===== src/rtl/subscription_table_engine_core_macros.svh =====
// Assertion macros used by the file that checks this block.
`ifndef SUBSCRIPTION_TABLE_ENGINE_CORE_MACROS_SVH
`define SUBSCRIPTION_TABLE_ENGINE_CORE_MACROS_SVH

// Same-cycle implication, sampled on clk, off during rst.
`define STEC_ASSERT_NOW(lbl, ante, cons, msg) \
  lbl: assert property (@(posedge clk) disable iff (rst) (ante) |-> (cons)) \
    else $error(msg);

// Next-cycle implication, sampled on clk, off during rst.
`define STEC_ASSERT_NEXT(lbl, ante, cons, msg) \
  lbl: assert property (@(posedge clk) disable iff (rst) (ante) |=> (cons)) \
    else $error(msg);

`endif


===== src/rtl/stec_pkg.sv =====
`timescale 1ns / 1ps
package stec_pkg;

  localparam logic [2:0] OP_CREATE   = 3'd0;
  localparam logic [2:0] OP_FIND     = 3'd1;
  localparam logic [2:0] OP_DELETE   = 3'd2;
  localparam logic [2:0] OP_ALLOC    = 3'd3;
  localparam logic [2:0] OP_ITEM_DEL = 3'd4;

  localparam logic [2:0] ST_GOOD           = 3'd0;
  localparam logic [2:0] ST_TOO_MANY_SUBS  = 3'd1;
  localparam logic [2:0] ST_BAD_SUB        = 3'd2;
  localparam logic [2:0] ST_TOO_MANY_ITEMS = 3'd3;
  localparam logic [2:0] ST_BAD_ITEM       = 3'd4;

  localparam logic [31:0] ID_MAX    = 32'hFFFF_FFFF;
  localparam logic [30:0] KA_MAX    = 31'h5555_5555;
  localparam logic [6:0]  COUNT_MAX = 7'd127;

  typedef enum logic [2:0] {
    SCAN_SID    = 3'd0,
    SCAN_SFIND  = 3'd1,
    SCAN_ISWEEP = 3'd2,
    SCAN_IFREE  = 3'd3,
    SCAN_IID    = 3'd4,
    SCAN_IDEL   = 3'd5
  } scan_t;

  typedef struct packed {
    logic [2:0]  command;
    logic [31:0] owner_session;
    logic [31:0] subscription_number;
    logic [31:0] item_number;
    logic [31:0] publishing_interval;
    logic [31:0] requested_lifetime;
    logic [31:0] requested_keep_alive;
    logic [31:0] max_notifications;
    logic [7:0]  priority_level;
    logic        enable_publishing;
    logic [63:0] time_now;
  } cmd_beat_t;

  typedef struct packed {
    logic [2:0]  status;
    logic [5:0]  slot_index;
    logic [31:0] assigned_number;
    logic [31:0] lifetime_grant;
    logic [30:0] keep_alive_grant;
    logic [63:0] next_publish_time;
    logic [6:0]  active_item_count;
  } rsp_beat_t;

  typedef struct packed {
    logic [31:0] number;
    logic [31:0] session;
    logic [31:0] interval;
    logic [30:0] keep_alive;
    logic [31:0] lifetime;
    logic [31:0] max_notifications;
    logic [7:0]  priority_level;
    logic        enabled;
    logic [31:0] sequence_no;
    logic [63:0] next_publish;
  } sub_rec_t;

  typedef struct packed {
    logic        used;
    logic [31:0] owner;
    logic [31:0] number;
  } item_rec_t;

  typedef struct packed {
    logic       load;
    logic       idx_clr;
    logic       idx_inc;
    logic       take;
    logic       try_clr;
    logic       try_inc;
    scan_t      scan;
    logic       slot_hold;
    logic       slot_free;
    logic       sub_wr;
    logic       sub_clr;
    logic       item_wr_new;
    logic       item_wr_zero;
    logic       cnt_dn;
    logic       cnt_up;
    logic       set_st;
    logic [2:0] st;
    logic       fin;
  } dp_ctrl_t;

  typedef struct packed {
    logic [2:0] op;
    logic       sub_full;
    logic       hit;
    logic       idx_last;
    logic       try_last;
    logic       out_free;
  } dp_stat_t;

endpackage


===== src/rtl/stec_ctrl.sv =====
`timescale 1ns / 1ps
module stec_ctrl (
  input  logic                clk,
  input  logic                rst,
  input  logic                cmd_valid,
  output logic                cmd_ready,
  output stec_pkg::dp_ctrl_t  ctl,
  input  stec_pkg::dp_stat_t  stat
);

  typedef enum logic [5:0] {
    S_CLEAR    = 6'b000001,
    S_IDLE     = 6'b000010,
    S_DISPATCH = 6'b000100,
    S_READ     = 6'b001000,
    S_CHECK    = 6'b010000,
    S_DONE     = 6'b100000
  } state_t;

  state_t          state, state_next;
  stec_pkg::scan_t kind, kind_next;

  always_ff @(posedge clk) begin
    if (rst) begin
      state <= S_CLEAR;
      kind  <= stec_pkg::SCAN_ISWEEP;
    end else begin
      state <= state_next;
      kind  <= kind_next;
    end
  end

  always_comb begin
    ctl        = '0;
    ctl.scan   = kind;
    kind_next  = kind;
    state_next = state;
    cmd_ready  = 1'b0;
    unique case (state)
      S_CLEAR: begin
        // wipe the item table, one entry a cycle
        ctl.item_wr_zero = 1'b1;
        if (stat.idx_last) begin
          ctl.idx_clr = 1'b1;
          state_next  = S_IDLE;
        end else begin
          ctl.idx_inc = 1'b1;
        end
      end
      S_IDLE: begin
        cmd_ready = 1'b1;
        if (cmd_valid) begin
          ctl.load   = 1'b1;
          state_next = S_DISPATCH;
        end
      end
      S_DISPATCH: begin
        state_next = S_READ;
        unique case (stat.op)
          stec_pkg::OP_CREATE: begin
            if (stat.sub_full) begin
              ctl.set_st = 1'b1;
              ctl.st     = stec_pkg::ST_TOO_MANY_SUBS;
              state_next = S_DONE;
            end else begin
              ctl.slot_free = 1'b1;
              ctl.take      = 1'b1;
              kind_next     = stec_pkg::SCAN_SID;
            end
          end
          stec_pkg::OP_FIND, stec_pkg::OP_DELETE: kind_next = stec_pkg::SCAN_SFIND;
          stec_pkg::OP_ALLOC:    kind_next = stec_pkg::SCAN_IFREE;
          stec_pkg::OP_ITEM_DEL: kind_next = stec_pkg::SCAN_IDEL;
          default: begin
            ctl.set_st = 1'b1;
            ctl.st     = stec_pkg::ST_BAD_SUB;
            state_next = S_DONE;
          end
        endcase
      end
      S_READ: begin
        state_next = S_CHECK;
      end
      S_CHECK: begin
        state_next = S_READ;
        ctl.st     = stec_pkg::ST_GOOD;
        unique case (kind)
          stec_pkg::SCAN_SID, stec_pkg::SCAN_IID: begin
            if (stat.hit) begin
              if (stat.try_last) begin
                ctl.set_st = 1'b1;
                ctl.st     = (kind == stec_pkg::SCAN_SID) ? stec_pkg::ST_TOO_MANY_SUBS
                                                          : stec_pkg::ST_TOO_MANY_ITEMS;
                state_next = S_DONE;
              end else begin
                // ID in use: take the next candidate, restart the sweep
                ctl.take    = 1'b1;
                ctl.try_inc = 1'b1;
                ctl.idx_clr = 1'b1;
              end
            end else if (stat.idx_last) begin
              ctl.set_st = 1'b1;
              if (kind == stec_pkg::SCAN_SID) begin
                ctl.sub_wr = 1'b1;
              end else begin
                ctl.item_wr_new = 1'b1;
                ctl.cnt_up      = 1'b1;
              end
              state_next = S_DONE;
            end else begin
              ctl.idx_inc = 1'b1;
            end
          end
          stec_pkg::SCAN_SFIND: begin
            if (stat.hit) begin
              ctl.slot_hold = 1'b1;
              if (stat.op == stec_pkg::OP_DELETE) begin
                ctl.idx_clr = 1'b1;
                kind_next   = stec_pkg::SCAN_ISWEEP;
              end else begin
                ctl.set_st = 1'b1;
                state_next = S_DONE;
              end
            end else if (stat.idx_last) begin
              ctl.set_st = 1'b1;
              ctl.st     = stec_pkg::ST_BAD_SUB;
              state_next = S_DONE;
            end else begin
              ctl.idx_inc = 1'b1;
            end
          end
          stec_pkg::SCAN_ISWEEP: begin
            // drop every item owned by the deleted subscription
            if (stat.hit) begin
              ctl.item_wr_zero = 1'b1;
              ctl.cnt_dn       = 1'b1;
            end
            if (stat.idx_last) begin
              ctl.sub_clr = 1'b1;
              ctl.set_st  = 1'b1;
              state_next  = S_DONE;
            end else begin
              ctl.idx_inc = 1'b1;
            end
          end
          stec_pkg::SCAN_IFREE: begin
            if (stat.hit) begin
              ctl.slot_hold = 1'b1;
              ctl.take      = 1'b1;
              ctl.try_clr   = 1'b1;
              ctl.idx_clr   = 1'b1;
              kind_next     = stec_pkg::SCAN_IID;
            end else if (stat.idx_last) begin
              ctl.set_st = 1'b1;
              ctl.st     = stec_pkg::ST_TOO_MANY_ITEMS;
              state_next = S_DONE;
            end else begin
              ctl.idx_inc = 1'b1;
            end
          end
          stec_pkg::SCAN_IDEL: begin
            if (stat.hit) begin
              ctl.item_wr_zero = 1'b1;
              ctl.cnt_dn       = 1'b1;
              ctl.slot_hold    = 1'b1;
              ctl.set_st       = 1'b1;
              state_next       = S_DONE;
            end else if (stat.idx_last) begin
              ctl.set_st = 1'b1;
              ctl.st     = stec_pkg::ST_BAD_ITEM;
              state_next = S_DONE;
            end else begin
              ctl.idx_inc = 1'b1;
            end
          end
          default: state_next = S_IDLE;
        endcase
      end
      S_DONE: begin
        if (stat.out_free) begin
          ctl.fin    = 1'b1;
          state_next = S_IDLE;
        end
      end
      default: state_next = S_IDLE;
    endcase
  end

endmodule


===== config.mk =====
export PLATFORM = sky130hd
export DESIGN_NAME = stec_ctrl
export DESIGN_NICKNAME = d
export VERILOG_FILES = /design/src/rtl/subscription_table_engine_core_macros.svh /design/src/rtl/stec_pkg.sv /design/src/rtl/stec_ctrl.sv
export SDC_FILE = /design/constraint.sdc
export NUM_CORES = 1
export LEC_CHECK = 0
export ABC_CLOCK_PERIOD_IN_PS = 2050
export BUFFER_PORTS_ARGS = -buffer_cell sky130_fd_sc_hd__buf_2
export CORE_UTILIZATION = 43
export CTS_BUF_LIST = sky130_fd_sc_hd__clkbuf_16
export DETAILED_ROUTE_END_ITERATION = 12
export PLACE_DENSITY = 0.75
export SYNTH_ARGS = -nofsm -noshare
export SYNTH_HDL_FRONTEND = slang
export SYNTH_SLANG_ARGS = --single-unit

===== constraint.sdc =====
create_clock -name clk -period 2.05 [get_ports clk]
set_clock_uncertainty 0.1 [all_clocks]
set_input_delay 0.205 -clock clk [delete_from_list [all_inputs] [get_ports clk]]
set_output_delay 0.205 -clock clk [all_outputs]
set_load 0.005 [all_outputs]

---- After elaboration in Yosys (flattened, before gate mapping) ----
Cells that the tools add are included.
operators by class
  eq/ne operators ......................... 24
  multiplexer cells ....................... 82
  reduce and logical (&&, ||, !) cells .... 11
operator list
  operator                                       number
  2-to-1 mux 6 bit                               11
  case mux 6 bit (6 select lines)                1
  2-to-1 mux 1 bit                               35
  case mux 6 bit (5 select lines)                1
  2-to-1 mux 3 bit                               8
  2-to-1 mux 4 bit                               6
  case mux 3 bit (4 select lines)                2
  case mux 4 bit (2 select lines)                2
  == test 3 x 2 -> 1 bit, second input constant  4
  2-to-1 mux 2 bit                               6
  != test 3 bit, second input constant           4
  case mux 3 bit (2 select lines)                2
  case mux 6 bit (2 select lines)                1
  == test 3 bit, second input constant           3
  case mux 1 bit (2 select lines)                4
  AND reduction 7 bit                            1
  == test 3 x 1 -> 1 bit, second input constant  2
  == test 6 x 1 -> 1 bit, second input constant  1
  == test 6 x 2 -> 1 bit, second input constant  1
  == test 6 x 3 -> 1 bit, second input constant  1
  == test 6 x 4 -> 1 bit, second input constant  1
  == test 6 x 5 -> 1 bit, second input constant  1
  == test 6 bit, second input constant           1
  zero test 3 bit                                2
  other kinds (12)                               16
word-level totals
  flip-flop bits (word level) ............. 9

---- Depth between registers and ports, before layout ----
Gate-level depths: netlist of run 1.
  depth in word-level cells ............... 6
  gate-level depth with buffers ........... 6
  depth with buffers taken out ............ 5

---- Worst setup path before layout of run 1 ----
Ideal clock, no wire load.
  kind .................................... register to output
  from .................................... register state[0]
  to ...................................... output port ctl[8] (netlist name)
  data arrival time ....................... 1.809 ns
  required time ........................... 1.745 ns
  path slack .............................. -0.064 ns
  cell stages (with the launch flop) ...... 6
  buffers on the path ..................... 1
  cell sequence ........................... dfxtp_1 > nor4_1 > nand3b_2 > or3_1 > nor3b_1 > buf_4
RTL lines
  item                    line             text
  start, declared         stec_ctrl.sv:20  state_t state, state_next;
  start signal, assigned  stec_ctrl.sv:28  state <= state_next;
  end, declared           stec_ctrl.sv:7   output stec_pkg::dp_ctrl_t ctl,

==> results of run 1 <==
==> kinds of logic (layout without fill, tap and decap cells) <==
family,after synthesis,after routing,synth area share [%]
and+or+nand+nor,58,58,40.3
AOI/OAI and AO/OA,35,35,31.1
buffers and inverters,13,64,6.14
DFF,9,9,21.1
muxes,1,1,1.32
==> metrics by stage <==
step	std cells	worst slack, ns	hold slack [ns]
final	192	-0.0117	0.101
after CTS	186	-0.0177	0.103
after global routing	192	-0.0932	0.103
after detailed placement	179	0.0507	0.339
after floorplan	116	0.0276	0.177
after global placement	179	0.101	0.336
==> what timing repair did <==
| item | 4_1_cts | 5_1_grt |
|---|---|---|
| buffers inserted | 3 | 6 |
| endpoints found under the hold margin | 0 | 0 |
| gates resized for setup | 17 | 19 |
| pin swaps | 7 | 14 |
| endpoints found under the setup margin | 10 | 19 |
==> synthesized netlist by cell type (all sizes together), types with 3 or more instances <==
| master | count | area (µm²) |
|---|---|---|
| a21oi | 7 | 35.0 |
| nand2 | 6 | 22.5 |
| clkbuf | 5 | 18.8 |
| nor3 | 6 | 30.0 |
| nor2 | 12 | 45.0 |
| o21ai | 5 | 25.0 |
| nor3b | 4 | 35.0 |
| nand2b | 4 | 25.0 |
| nor4 | 5 | 31.3 |
| dfxtp | 9 | 180 |
| nand3b | 3 | 26.3 |
| inv | 7 | 26.3 |
| o21a | 6 | 45.0 |
==> routing by layer <==
layer	part of all wire, %	GRT usage [%]
met5	0	0
met4	1.8	10.9
met3	5.0	3.53
met2	50	42.8
met1	43	37.7
==> flip-flops by register name (all words and copies together) (netlist names) <==
| register | count |
|---|---|
| kind | 3 |
| state | 6 |
==> power by group through the flow <==
stage	logic, mW	clock network [mW]	registers (mW)
2_1_floorplan	0.0539	0	0.188
3_3_place_gp	0.0928	0	0.189
3_5_place_dp	0.0948	0	0.189
4_1_cts	0.105	0.336	0.187
5_1_grt	0.138	0.354	0.188
6_report	0.128	0.332	0.188
==> how the worst min path moves through the flow <==
stage              end  cells past startpoint
6_report       kind[0]                      2
5_1_grt        kind[0]                      2
4_1_cts        kind[0]                      2
3_5_place_dp   kind[0]                      2
3_3_place_gp   kind[0]                      2
2_1_floorplan  kind[0]                      1
==> area by class of cell <==
cell class | instances | area, µm² | area share, %
clock buffer | 3 | 75.1 | 5.29
sequential | 9 | 193 | 13.6
clock inverter | 1 | 3.75 | 0.265
tap | 25 | 31.3 | 2.20
multi-input combinational | 94 | 757 | 53.4
timing repair buffer | 53 | 333 | 23.5
inverter | 7 | 26.3 | 1.85
==> worst register-to-register path, cell delays in order (launching register included) <==
cell and delay, ns:
dfxtp_4 0.35, or4_4 0.58, a2111o_1 0.41, o21a_1 0.17, a311oi_2 0.21, nor3_1 0.07
==> metrics.txt, run 1 <==
Levels on crit path=5; status=complete, but fails checks; dpl hpwl=1.99 mm; Pwr Total=648 µW; row cnt=15; gr ovfl total=0; syn nets=127; Setup crit start kind=flop; maxcap violations=0; R2R depth=5; unrepaired setup endpoints after global routing=true; Worst Tran Pin Value=0.460 ns; Layout fillers=129; CTS Buffer Depth=2; WP buf/inv=1; Reg-to-Reg Start=state[1]; first-pass GRT wire length=4.24 mm; CP delay by family, top=simple AND/OR/NAND/NOR gates; Sw Ratio=23.5%; CP cell instances=nor4_4 > nand3b_4 > or3_4 > nor3b_2 > buf_2; Synth Register Bits=9; final WL=2.97 mm; DR DRC count=0; IO Port Bufs=33; DR vias/cell=5.97; Antenna Cells=0; Leakage=0.639 nW; die footprint=2170 µm²; commonest cells after routing, fill and taps aside=buf_2, buf_4, nor2_1, inv_1, o21a_1; # IOs=34; Max Clock Freq=485 MHz; vias in the first global route=932; Initial Util=47.5%; Yosys Warn Count=0; Worst slew margin=69.0%; register area share after synthesis=21.1%; TritonRoute pass-1 iters=4; CP endpoint kind=output port; Final Critical Period=2.06 ns; Horiz. Die Dim=46.6 µm; later-pin clock latency in the skew report=0.23 ns; DR WL/cell=15.5 µm; root buf cell=clkbuf_16; Slowest Stage Delay on Critical Path=0.39 ns; commonest non-fill, non-tap cell in the layout=buf_2; Net Sw Power=152 µW; failing checks=negative setup slack; Hold-fix buffers, CTS=0; Power Dens Cells=457 nW/µm²; Worst Setup Slack, final=-0.0117 ns; largest net degree at the start of global routing=15; crit path kind=reg2out; Finished Cell Area=1420 µm²; Required @ worst endpoint=1.75 ns; Syn Area/Cell=7.38 µm²; HP Class=in2reg; CP max stage cell=nor4_4; Reg power frac=29.0%; Worst Setup SP=state[2]; total clock sinks=9; critical path data arrival time=1.76 ns; placed inst area=1110 µm²; worst-path maximum fanout=4; Logic pwr share=19.8%; worst reg-to-reg setup slack=0.04 ns; Distinct cells, synth=45; fin nets=179; core area=1800 µm²; routed vias=1147; Clock power frac=51.2%; htree depth=1; synthesized instance count=116; Worst VDD drop=809 µV; RR Endpoint=kind[2]; Post-DRT Antenna Nets=0; Final setup viols=3; Worst Setup EP=ctl[8]; area delta synth->final=65.8%; Die Y=46.6 µm; Tcrit/Tclk final=101%; Cell Int Power=496 µW; drt first-iter violations=38; GRT Overall Usage=27.4%; RePlAce Congestion=0.870; TNS Setup=-0.0289 ns; CTS tree=done; number of flops mapped to enable cells by yosys=0; Post-synth ARST share=0%; initial antenna violation count=0; TritonCTS Buffers=3; Main synth FF type=dfxtp_1; fraction of layout cells with a size suffix above 1=52.7%; clock slew at reported path FFs=0.04 ns; Util after Layout=78.8%; hold_sp=rst; final hold violations=0; fin. max-slew vios=0; Post-Synthesis Cell Area=856 µm²
(Power assumes the default switching activity.)
==> run 2, diff against run 1 <==
--- a/config.mk
+++ b/config.mk
@@ -5,12 +5,13 @@
 export SDC_FILE = /design/constraint.sdc
 export NUM_CORES = 1
 export LEC_CHECK = 0
-export ABC_CLOCK_PERIOD_IN_PS = 2050
+export ABC_AREA = 1
+export ABC_CLOCK_PERIOD_IN_PS = 2600
 export BUFFER_PORTS_ARGS = -buffer_cell sky130_fd_sc_hd__buf_2
-export CORE_UTILIZATION = 43
+export CORE_UTILIZATION = 50
 export CTS_BUF_LIST = sky130_fd_sc_hd__clkbuf_16
 export DETAILED_ROUTE_END_ITERATION = 12
-export PLACE_DENSITY = 0.75
+export PLACE_DENSITY = 0.8
 export SYNTH_ARGS = -nofsm -noshare
 export SYNTH_HDL_FRONTEND = slang
 export SYNTH_SLANG_ARGS = --single-unit
==> constraint.sdc (replaced) <==
create_clock -name clk -period 2.6 [get_ports clk]
set_clock_uncertainty 0.1 [all_clocks]
set_input_delay 0.26 -clock clk [delete_from_list [all_inputs] [get_ports clk]]
set_output_delay 0.26 -clock clk [all_outputs]
set_load 0.005 [all_outputs]
==> run 2 against run 1 <==
The flow now finishes without violations. Combinational power is 41% lower. Sequential share of layout area grew 1.4 points. Worst hold slack better by 0.073 ns. Register-to-register slack better by 1.0 ns. Clock-buffer cell count unchanged. Largest cell class unchanged. Largest power group unchanged.
==> metrics.txt, run 2 <==
CTS Buffer Depth=2 (unchanged); max reg flops=6 (unchanged); share of the synthesized area in the top cell type=18.9% (-2.2 points); Pwr Total=485 µW (-25%); register area share after synthesis=18.9% (-2.2 points); Worst VDD drop=404 µV (-50%); Syn Area/Cell=6.04 µm² (-18%); maxcap violations=0 (unchanged); die footprint=2090 µm² (-3.9%); clock slew at reported path FFs=0.04 ns (about the same); GRT met1 Usage=39.2% (+1.5 points); CP cell instances=nor2_4 > nand2_4 > nor2_8 > o21ai_2 > a21oi_2 > nand2_1 > o31ai_1 > buf_2; Tcrit/Tclk final=74.1%; Horiz. Die Dim=45.7 µm (-2.0%); Worst slew margin=72.7% (+3.6 points); Initial Util=54.1% (+6.6 points); Sw Ratio=23.5% (-0.030 points); TritonCTS Buffers=3 (unchanged); area of the multi-input gates=666 µm² (-12%); Synth area leaders=dfxtp_1, nand2_1, nor2_1; Most flops, register=state; Leakage=0.664 nW (+3.9%); final hold violations=0 (unchanged); layer with the highest usage=met2; Die Y=45.7 µm (-2.0%); final WL=2.53 mm (-15%); worst-path maximum fanout=12 (+8); gr ovfl total=0 (unchanged); Required @ worst endpoint=2.24 ns (+0.49 ns); Clock power frac=53.8% (+2.6 points); Net Sw Power=114 µW (-25%); crit path kind=reg2out; GRT met2 Usage=41.1% (-1.6 points); TritonRoute pass-1 iters=5 (+1); Worst Setup SP=state[2]; DR vias/cell=5.31 (-11%); fin. max-slew vios=0 (unchanged); root buf cell=clkbuf_16; Distinct cells, synth=31 (-31%); Final Hold Slack=0.174 ns (+0.0729 ns); status=complete, no violations; total clock sinks=9 (unchanged); Post-Synthesis Cell Area=955 µm² (+12%); later-pin clock latency in the skew report=0.23 ns (about the same); row cnt=15 (unchanged); commonest cells after routing, fill and taps aside=nand2_1, buf_2, nor2_1, inv_1, nand3_1; final std cells w/o fill=217 (+13%); Post-synth top cells=nand2_1, nor2_1, inv_1, nand3_1, dfxtp_1; global routing met3 resource utilization=4.37% (+0.84 points); RePlAce Congestion=1.01 (+16%); CP endpoint kind=output port; Main synth FF type=dfxtp_1; DR DRC count=0 (unchanged); Final Critical Period=1.93 ns; # IOs=34 (unchanged); fin nets=204 (+14%); CP max stage cell=dfxtp_1; vias in the first global route=965 (+3.5%); placed cells=213 (+19%); Post-synth ARST share=0% (unchanged); TNS Setup=0 ns (+0.0289 ns); area delta synth->final=26.3%; hold_sp=rst; Layout fillers=182 (+41%); setup bufs post-CTS=0 (-3); fraction of layout cells with a size suffix above 1=31.8% (-21 points); RR Endpoint=kind[2]; synthesized instance count=158 (+36%); Worst Tran Pin Value=0.409 ns (-0.0510 ns); core area=1760 µm² (-2.1%); largest net degree at the start of global routing=13 (-2); syn nets=169 (+33%); placed inst area=1130 µm² (+1.1%); worst reg-to-reg setup slack=1.07 ns (+1.03 ns); IO Port Bufs=33 (unchanged); Final setup viols=0 (-3); most instantiated library cell after synthesis=nand2_1; largest area contributor in the netlist=dfxtp_1; commonest non-fill, non-tap cell in the layout=nand2_1; R2R depth=7 (+2); drt first-iter violations=46 (+21%); Reg-to-Reg Start=kind[0]; initial antenna violation count=0 (unchanged); Hold-fix buffers, CTS=0 (unchanged); Max Clock Freq=519 MHz; Cell Int Power=371 µW (-25%); DR WL/cell=11.6 µm (-25%); unrepaired setup endpoints after global routing=false; Finished Cell Area=1210 µm² (-15%); Reg area=180 µm² (-6.5%); CTS tree=done; Post-DRT Antenna Nets=0 (unchanged); Slowest Stage Delay on Critical Path=0.34 ns (-0.05 ns); Power Dens Cells=402 nW/µm² (-12%); Yosys Warn Count=0 (unchanged); routed vias=1152 (+0.44%); htree depth=1 (unchanged); dpl hpwl=2.01 mm (+0.80%); HP Class=in2reg; number of flops mapped to enable cells by yosys=0 (unchanged); Logic pwr share=15.6% (-4.2 points); critical path data arrival time=1.57 ns (-0.19 ns); Synth Register Bits=9 (unchanged); first-pass GRT wire length=4.14 mm (-2.4%); Worst Hold Depth=2 (unchanged); Setup crit start kind=flop; Resized cells post-CTS=0 (-17); Largest regs=state x6, kind x3; GRT Overall Usage=26.7% (-0.66 points); worst hold endpoint=kind[0]; Reg power frac=30.6% (+1.6 points); Antenna Cells=0 (unchanged)
[run 2: through the flow]
stage,worst slack [ns],util (%)
global placement,0.926,63.9
CTS,0.674,68.4
detailed placement,0.929,63.9
global route,0.564,68.4
floorplan,1.01,-
finish,0.673,68.4
[run 2: worst max-delay path: cells and delay by family, from the launching register on]
kind | cells | cell delay (ns)
flip-flops | 1 | 0.34
buffers and inverters | 1 | 0.15
AND/OR/NAND/NOR | 4 | 0.54
AO/OA/AOI/OAI | 3 | 0.30
[run 2: power groups by stage]
| stage | Sequential (mW) | Combinational, mW | Clock (mW) |
|---|---|---|---|
| after global placement | 0.150 | 0.0728 | 0 |
| after CTS | 0.148 | 0.0748 | 0.264 |
| after global routing | 0.149 | 0.0844 | 0.269 |
| final | 0.148 | 0.0757 | 0.261 |
| after floorplan | 0.150 | 0.0465 | 0 |
| after detailed placement | 0.150 | 0.0739 | 0 |
[run 2: worst max-delay path by stage]
stage | endpoint | cells after the start
2_1_floorplan | ctl[8] | 5
3_3_place_gp | ctl[1] | 8
3_5_place_dp | ctl[1] | 8
4_1_cts | ctl[1] | 8
5_1_grt | ctl[1] | 8
6_report | ctl[1] | 8
[run 2: kinds of logic after synthesis]
logic type / count (synthesis) / synth area share, %
flops: 9 / 18.9
simple gates: 106 / 58.3
compound gates: 18 / 11.4
buf+inv: 25 / 11.4
[run 2: cell type report]
type / count / area share [%]
sequential: 9 / 14.9
inverter: 22 / 7.05
multi-input combinational: 124 / 55.2
tap: 25 / 2.59
clock buffer: 3 / 6.22
clock inverter: 1 / 0.311
timing repair buffer: 33 / 13.7
[run 2: layer usage]
layer,part of all wire (%),routed length [µm],up-vias
met2,46,1170,46
met3,6.4,161,4
li1,-,-,586
met4,0.83,21,0
met1,46,1170,516
met5,0,0,-
==> run 3, diff against run 2 <==
--- a/config.mk
+++ b/config.mk
@@ -6,12 +6,12 @@
 export NUM_CORES = 1
 export LEC_CHECK = 0
 export ABC_AREA = 1
-export ABC_CLOCK_PERIOD_IN_PS = 2600
+export ABC_CLOCK_PERIOD_IN_PS = 1900
 export BUFFER_PORTS_ARGS = -buffer_cell sky130_fd_sc_hd__buf_2
-export CORE_UTILIZATION = 50
+export CORE_UTILIZATION = 49
 export CTS_BUF_LIST = sky130_fd_sc_hd__clkbuf_16
 export DETAILED_ROUTE_END_ITERATION = 12
-export PLACE_DENSITY = 0.8
+export PLACE_DENSITY = 0.79
 export SYNTH_ARGS = -nofsm -noshare
 export SYNTH_HDL_FRONTEND = slang
 export SYNTH_SLANG_ARGS = --single-unit
==> constraint.sdc (replaced) <==
create_clock -name clk -period 1.9 [get_ports clk]
set_clock_uncertainty 0.1 [all_clocks]
set_input_delay 0.19 -clock clk [delete_from_list [all_inputs] [get_ports clk]]
set_output_delay 0.19 -clock clk [all_outputs]
set_load 0.005 [all_outputs]
==> run 3 against run 2 <==
Combinational power grew 36%. Register-to-register slack worse by 0.69 ns. Sequential cell count did not move. Worst hold slack lost 0.078 ns. Critical endpoint unchanged.
==> metrics.txt, run 3 (synthesis results as in run 2) <==
Max Clock Freq=549 MHz; area delta synth->final=29.0%; Worst Setup SP=state[2]; status=complete, no violations; R2R depth=9 (+2); Tcrit/Tclk final=95.8%; CTS tree=done; Setup crit start kind=flop; Most flops, register=state; Layout fillers=172 (-5.5%); Required @ worst endpoint=1.61 ns (-0.63 ns); Pwr Total=672 µW (+39%); Largest regs=state x6, kind x3; RR Endpoint=kind[2]; drt first-iter violations=43 (-6.5%); fin. max-slew vios=0 (unchanged); TritonCTS Buffers=3 (unchanged); row cnt=15 (unchanged); TNS Setup=0 ns (unchanged); RePlAce Congestion=0.946 (-6.2%); Post-DRT Antenna Nets=0 (unchanged); Worst VDD drop=735 µV (+82%); root buf cell=clkbuf_16; area of the multi-input gates=666 µm² (unchanged); largest net degree at the start of global routing=13 (unchanged); die footprint=2130 µm² (+2.0%); total clock sinks=9 (unchanged); Reg-to-Reg Start=state[2]; Power Dens Cells=546 nW/µm² (+36%); worst-path maximum fanout=9 (-3); core area=1780 µm² (+1.1%); final hold violations=0 (unchanged); Die Y=46.1 µm (+0.97%); Initial Util=53.5% (-0.57 points); IO Port Bufs=33 (unchanged); Horiz. Die Dim=46.1 µm (+0.97%); Hold-fix buffers, CTS=0 (unchanged); HP Class=in2reg; CTS Buffer Depth=2 (unchanged); later-pin clock latency in the skew report=0.23 ns (about the same); htree depth=1 (unchanged); GRT Overall Usage=25.8% (-0.91 points); Leakage=0.681 nW (+2.5%); max reg flops=6 (unchanged); clock slew at reported path FFs=0.04 ns (about the same); routed vias=1168 (+1.4%); dpl hpwl=2.00 mm (-0.49%); crit path kind=reg2out; Worst Setup Slack, final=0.0798 ns (-0.593 ns); Setup WS pre-CTS=0.324 ns (-0.605 ns); commonest non-fill, non-tap cell in the layout=nand2_1; Reg area=183 µm² (+1.4%); worst reg-to-reg setup slack=0.38 ns (-0.69 ns); vias in the first global route=957 (-0.83%); # IOs=34 (unchanged); TritonRoute pass-1 iters=4 (-1); Antenna Cells=0 (unchanged); commonest cells after routing, fill and taps aside=nand2_1, buf_2, nor2_1, inv_1, nand3_1; DR vias/cell=5.31 (about the same); gr ovfl total=0 (unchanged); Worst slew margin=79.4% (+6.7 points); DR DRC count=0 (unchanged); unrepaired setup endpoints after global routing=false; Final Critical Period=1.82 ns; maxcap violations=0 (unchanged); Worst Setup EP=ctl[1]; final WL=2.56 mm (+1.3%); DR WL/cell=11.6 µm (about the same); CP endpoint kind=output port; initial antenna violation count=0 (unchanged); Worst Tran Pin Value=0.308 ns (-0.101 ns); fraction of layout cells with a size suffix above 1=33.8% (+2.1 points); Final setup viols=0 (unchanged); fin nets=207 (+1.5%); Final Hold Slack=0.0962 ns (-0.0779 ns); critical path data arrival time=1.53 ns (-0.04 ns); first-pass GRT wire length=4.00 mm (-3.3%)
run 3: cell count changes in the layout (fill, tap and decap cells not counted), sizes merged:
cell,before,now
buf,33,36
run 3: cell type report:
cell class | instances | share of cell area (%)
Multi-Input combinational cell | 124 | 54.1
Timing Repair Buffer | 36 | 15.2
Sequential cell | 9 | 14.8
Inverter | 22 | 6.91
Clock buffer | 3 | 6.10
Tap cell | 25 | 2.54
Clock inverter | 1 | 0.305
run 3: worst min-delay path by stage:
stage          startpoint      end  slack [ns]  cells past startpoint
2_1_floorplan         rst  kind[0]        0.15                      1
3_3_place_gp          rst  kind[0]        0.33                      2
3_5_place_dp          rst  kind[0]        0.34                      2
4_1_cts               rst  kind[0]        0.10                      2
5_1_grt               rst  kind[0]        0.10                      2
6_report              rst  kind[0]         0.1                      2
run 3: metal layers:
| layer | vias to the layer above | wire length, µm | global-route usage, % |
|---|---|---|---|
| li1 | 595 | - | - |
| met4 | 0 | 40 | 7.65 |
| met2 | 42 | 1250 | 43.9 |
| met1 | 525 | 1130 | 31.3 |
| met3 | 6 | 146 | 7.06 |
| met5 | - | 0 | 0 |
run 3: where the power goes:
group	internal [mW]	leakage (nW)	switching (mW)
combinational	0.0384	0.565	0.0646
sequential	0.195	0.0733	0.00816
clock	0.275	0.0423	0.0902
total	0.509	0.681	0.163
run 3: repair_timing:
| item | CTS | global route |
|---|---|---|
| gates resized for setup | 0 | 2 |
| setup buffers | 0 | 2 |
| endpoints found under the setup margin | 0 | 4 |
run 3: through the flow:
step | utilization [%] | cells | cell area, µm²
3_3_place_gp | 63.6 | 214 | 1130
3_5_place_dp | 63.6 | 214 | 1130
6_report | 69.1 | 220 | 1230
5_1_grt | 69.1 | 220 | 1230
2_1_floorplan | - | 158 | 955
4_1_cts | 68.1 | 218 | 1210
run 3: critical path: stages, from the launching register on:
cell     delay [ns]
dfxtp_1        0.34
nor2_4         0.18
nand2_4        0.09
nor2_8         0.18
o21ai_2        0.08
a21oi_2        0.13
nand2_1        0.07
o31ai_1        0.06
buf_2          0.15
